### src/rtl/core/wrs_pkg.sv
// Shared types and constants for the weight resampler with ESS check.
// Used by wrs_mul_unit and weight_resampler_with_ess_check; no dependencies.
`timescale 1ns / 1ps

package wrs_pkg;

  localparam int MAX_PARTICLES = 1024;
  localparam int FRACTION_BITS = 16;
  localparam int IDX_W   = $clog2(MAX_PARTICLES);
  localparam int CNT_W   = IDX_W + 1;
  localparam int W_W     = 17;
  localparam int SUM_W   = W_W + IDX_W;
  localparam int SQ_W    = 2 * W_W + IDX_W;
  localparam int SQ_HALF = (SQ_W + 1) / 2;
  localparam int OPD_W   = SUM_W;
  localparam int PROD_W  = 2 * OPD_W;
  localparam int TGT_W   = W_W + SUM_W;
  localparam int LHS_W   = 2 * SUM_W + 1;
  localparam int RLO_W   = CNT_W + SQ_HALF;

  localparam logic OP_LOAD = 1'b0;
  localparam logic OP_DRAW = 1'b1;

  typedef enum logic [1:0] {
    ST_SELECTED  = 2'd0,
    ST_RESAMPLE  = 2'd1,
    ST_ZERO_SUM  = 2'd2,
    ST_EFFICIENT = 2'd3
  } status_t;

  typedef enum logic [2:0] {
    MUL_NONE,
    MUL_W_SQ,
    MUL_SUM_SQ,
    MUL_CNT_LO,
    MUL_CNT_HI,
    MUL_U_SUM
  } mul_sel_t;

  typedef struct packed {
    logic             operation;
    logic [W_W-1:0]   weight;
    logic [W_W-1:0]   uniform;
    logic             last;
  } in_item_t;

  typedef struct packed {
    logic [IDX_W-1:0] selected_index;
    logic [1:0]       status;
  } out_item_t;

endpackage

### src/rtl/core/wrs_mul_unit.sv
// Shared multiplier with operand select and a registered product.
// Depends on wrs_pkg for widths and the select codes.
`timescale 1ns / 1ps

module wrs_mul_unit (
  input  logic                       clk,
  input  wrs_pkg::mul_sel_t          sel,
  input  logic [wrs_pkg::W_W-1:0]    weight,
  input  logic [wrs_pkg::W_W-1:0]    uniform,
  input  logic [wrs_pkg::SUM_W-1:0]  weight_sum,
  input  logic [wrs_pkg::CNT_W-1:0]  loaded_count,
  input  logic [wrs_pkg::SQ_W-1:0]   square_sum,
  output logic [wrs_pkg::PROD_W-1:0] prod_r
);

  logic [wrs_pkg::OPD_W-1:0] opa;
  logic [wrs_pkg::OPD_W-1:0] opb;

  always_comb begin
    opa = '0;
    opb = '0;
    case (sel)
      wrs_pkg::MUL_W_SQ: begin
        opa = wrs_pkg::OPD_W'(weight);
        opb = wrs_pkg::OPD_W'(weight);
      end
      wrs_pkg::MUL_SUM_SQ: begin
        opa = wrs_pkg::OPD_W'(weight_sum);
        opb = wrs_pkg::OPD_W'(weight_sum);
      end
      wrs_pkg::MUL_CNT_LO: begin
        opa = wrs_pkg::OPD_W'(loaded_count);
        opb = wrs_pkg::OPD_W'(square_sum[wrs_pkg::SQ_HALF-1:0]);
      end
      wrs_pkg::MUL_CNT_HI: begin
        opa = wrs_pkg::OPD_W'(loaded_count);
        opb = wrs_pkg::OPD_W'(square_sum[wrs_pkg::SQ_W-1:wrs_pkg::SQ_HALF]);
      end
      wrs_pkg::MUL_U_SUM: begin
        opa = wrs_pkg::OPD_W'(uniform);
        opb = wrs_pkg::OPD_W'(weight_sum);
      end
      default: begin
        opa = '0;
        opb = '0;
      end
    endcase
  end

  // Hold the product while no multiply is requested.
  always_ff @(posedge clk) begin
    if (sel != wrs_pkg::MUL_NONE) begin
      prod_r <= wrs_pkg::PROD_W'(opa) * wrs_pkg::PROD_W'(opb);
    end
  end

endmodule

### config.mk
export PLATFORM = sky130hd
export DESIGN_NAME = wrs_mul_unit
export DESIGN_NICKNAME = d
export VERILOG_FILES = /design/src/rtl/core/wrs_pkg.sv /design/src/rtl/core/wrs_mul_unit.sv
export SDC_FILE = /design/constraint.sdc
export NUM_CORES = 2
export LEC_CHECK = 0
export BUFFER_PORTS_ARGS = -buffer_cell sky130_fd_sc_hd__buf_4
export CORE_ASPECT_RATIO = 1.25
export CORE_MARGIN = 1.5
export CORE_UTILIZATION = 25
export CTS_CLUSTER_DIAMETER = 100
export DETAILED_ROUTE_END_ITERATION = 12
export GPL_TIMING_DRIVEN = 0
export PLACE_DENSITY = 0.4
export REMOVE_ABC_BUFFERS = 1
export SYNTH_ARGS = -nofsm -noshare
export SYNTH_HDL_FRONTEND = slang
export SYNTH_SLANG_ARGS = --single-unit
### constraint.sdc
create_clock -name clk -period 11.4 [get_ports clk]
set_input_delay 1.71 -clock clk [delete_from_list [all_inputs] [get_ports clk]]
set_output_delay 1.71 -clock clk [all_outputs]
set_load 0.02 [all_outputs]
==> results.md <==
- Syn Std Cell Area: approximately 0.027 mm2
- Min cycle time layout: ~11 ns
- Wire per inst: 20.9 um
- Final Setup Violations: 0
- Final std cells w/o fill: 4556
- Seq/Total Area, Yosys: approximately 6%
- DRT antenna net count: 0
- LEAKAGE: around 15 nW
- Register with the most flip-flops: prod_r
- 1st-pass router iterations: 6
- Nets: 4075
- Die Y-Extent: 368 um
- Syn_area_per_cell: roughly 8.6 um2
- Largest net degree at the start of global routing: 76
- RSZ-0062 raised after global routing: false
- Slew headroom: 0.477%
- CP arrival: 10.96 ns
- CTS max path bufs: 2
- Ant diodes: 0
- DP HPWL: approximately 80 mm
- Synth unique cells: 64
- Post-synth top flop: edfxtp_1
- CTS tree: done
- Worst-Margin Slew: 1.49 ns
- Area Overhead vs Synth: 12.7%
- Hold Crit Class: in2reg
- Layout cell share with drive strength beyond 1: 8.82%
- DP Worst Slack: -0.442 ns
- Cell count after synthesis: 3092
- Most common cell in the netlist: inv_1
- Crit path max fanout: 62
- Failing checks: capacitance limit
- Outcome: finished, violations left
- Via/cell ratio: 4.52
- DRC Markers: 0
- Maximum VDD drop: 0.000121 V
- Iteration-0 DRC count of the detailed router: 1022
- Gpl congestion: 0.841
- Post-route cell area: between 0.02 and 0.03 mm2
- Worst path max stage delay: between 1 and 1.5 ns
- Die Area: 0.108 mm2
- GRT overflow: 0
- Worst path most repeated cell: fa_1
- Placed Cells: about 4500
- Synth area leaders: fa_1 47%, inv_1 11%, ha_1 9.1%
- Post-synth EDFFs: 54
- Root buf cell: clkbuf_16
- Number of buffers created by CTS: 5
- Final setup margin: 0.499 ns
- H-Tree Level Count: 2
- Synth area leader: fa_1
- PortBufs: 173
- Synth top area share: 46.9%
- Crit-path slowest cell: a21o_1
- Via count: 20600
- Number of synthesis warnings: 0
- FF+latch count, synth: 54
- Async S/R FF share, synth: 0%
- I/O Pins: 174
- Clock transition at path regs: 0.07 ns
- Vias in the first global route: 22100
- FP Rows: 133
- Final period utilization: 95.6%
- DP Area: 0.0298 mm2
- Max-slew violation count: 0
- Synth top cells by count: 765 x inv_1, 624 x fa_1, 578 x nand2_1
- Core area: 0.105 mm2
- Largest regs: prod_r: 54 flops
- P per Cell Area: 110 mW/mm2
- Total Power: 3.29 mW
- Hold-fix buffer count after cts: 0
- Largest register FFs: 54
- MaxCap Viol Count: 1
- Die span in x: slightly below 300 um
- Kind of critical path: in2reg
- Initial Util: 25.3%
- First-pass GRT wire length: ~140 mm
- Clk sinks: 54
- WP data required: around 11 ns
- Setup crit end kind: flop
- Final Hold Fails: 0
- F_max: approximately 92 MHz
- GRT Overall Usage: 17.9%
- Startpoint Class: input pin
- Initial antenna violation count: 1
- Final wirelength: about 95 mm
- WHS: between 2 and 2.5 ns
==> worst paths after layout <==
path | startpoint | to | slack (ns) | depth (start not counted)
worst max-delay path | sel[2] | prod_r[53]$_DFFE_PP_ | 0.50 | 26
worst min-delay path | uniform[0] | prod_r[0]$_DFFE_PP_ | 2.24 | 5
==> worst max-delay path: cells and delay by family <==
family / cells / cell delay [ns]
AOI/OAI and AO/OA: 7 / 2.86
xor gates and xnor gates: 1 / 0.11
adders and majority gates: 8 / 3.97
buffers and inverters: 6 / 0.92
and+or+nand+nor: 4 / 1.30
==> placed cells by master, fill, tap and decap left out, drive strengths merged, types with 24 or more instances in the layout <==
| cell type | n |
|---|---|
| a21oi | 70 |
| o22ai | 32 |
| mux2i | 37 |
| and2 | 40 |
| nand2 | 578 |
| a22oi | 27 |
| ha | 193 |
| fa | 624 |
| and3 | 24 |
| xnor2 | 30 |
| o22a | 24 |
| o21ai | 44 |
| a21o | 24 |
| buf | 205 |
| nor2 | 215 |
| edfxtp | 54 |
| inv | 766 |
==> area by class of cell <==
| type | instances | area [um2] |
|---|---|---|
| Inverter | 766 | 2880 |
| Clock buffer | 6 | 129 |
| Multi-Input combinational cell | 2106 | 21700 |
| Clock inverter | 2 | 37.5 |
| Timing Repair Buffer | 205 | 1900 |
| Sequential cell | 54 | 1620 |
| Tap cell | 1417 | 1770 |
| Fill cell | 11500 | 75300 |
==> metrics by stage <==
stage | setup TNS [ns] | util [%]
after floorplan | 0 | -
after global placement | -119.87 | 27.5
after CTS | 0 | 28.4
final | 0 | 28.5
after global routing | 0 | 28.5
after detailed placement | -3.35 | 28.3
==> cell families after synthesis <==
kind of cell               share of synthesized area [%]
AOI/OAI and AO/OA                                   6.63
xor gates and xnor gates                            1.65
adders and majority gates                           56.0
buffers and inverters                               13.5
DFF                                                 6.09
muxes                                               1.65
and+or+nand+nor                                     14.5
==> report_power, final <==
part	switching, mW	internal [mW]
combinational	1.73	0.992
clock	0.0788	0.104
sequential	0.0215	0.364
==> what timing repair did <==
action                     4_1_cts  5_1_grt
setup endpoints to repair        6        9
resized for setup                1        9
pin swaps                        0        0
cloned                           0        1
setup buffers                    0        0
==> per-layer routing <==
metal,part of all wire (%),vias to the layer above,GRT usage (%),wire length [um]
met2,56,387,34.3,52900
met4,3.3,0,4.94,3120
met3,2.7,101,1.06,2580
li1,-,9235,-,-
met5,0,-,0,0
met1,38,10900,21.2,36500
Power figures use the tool's default switching activity.
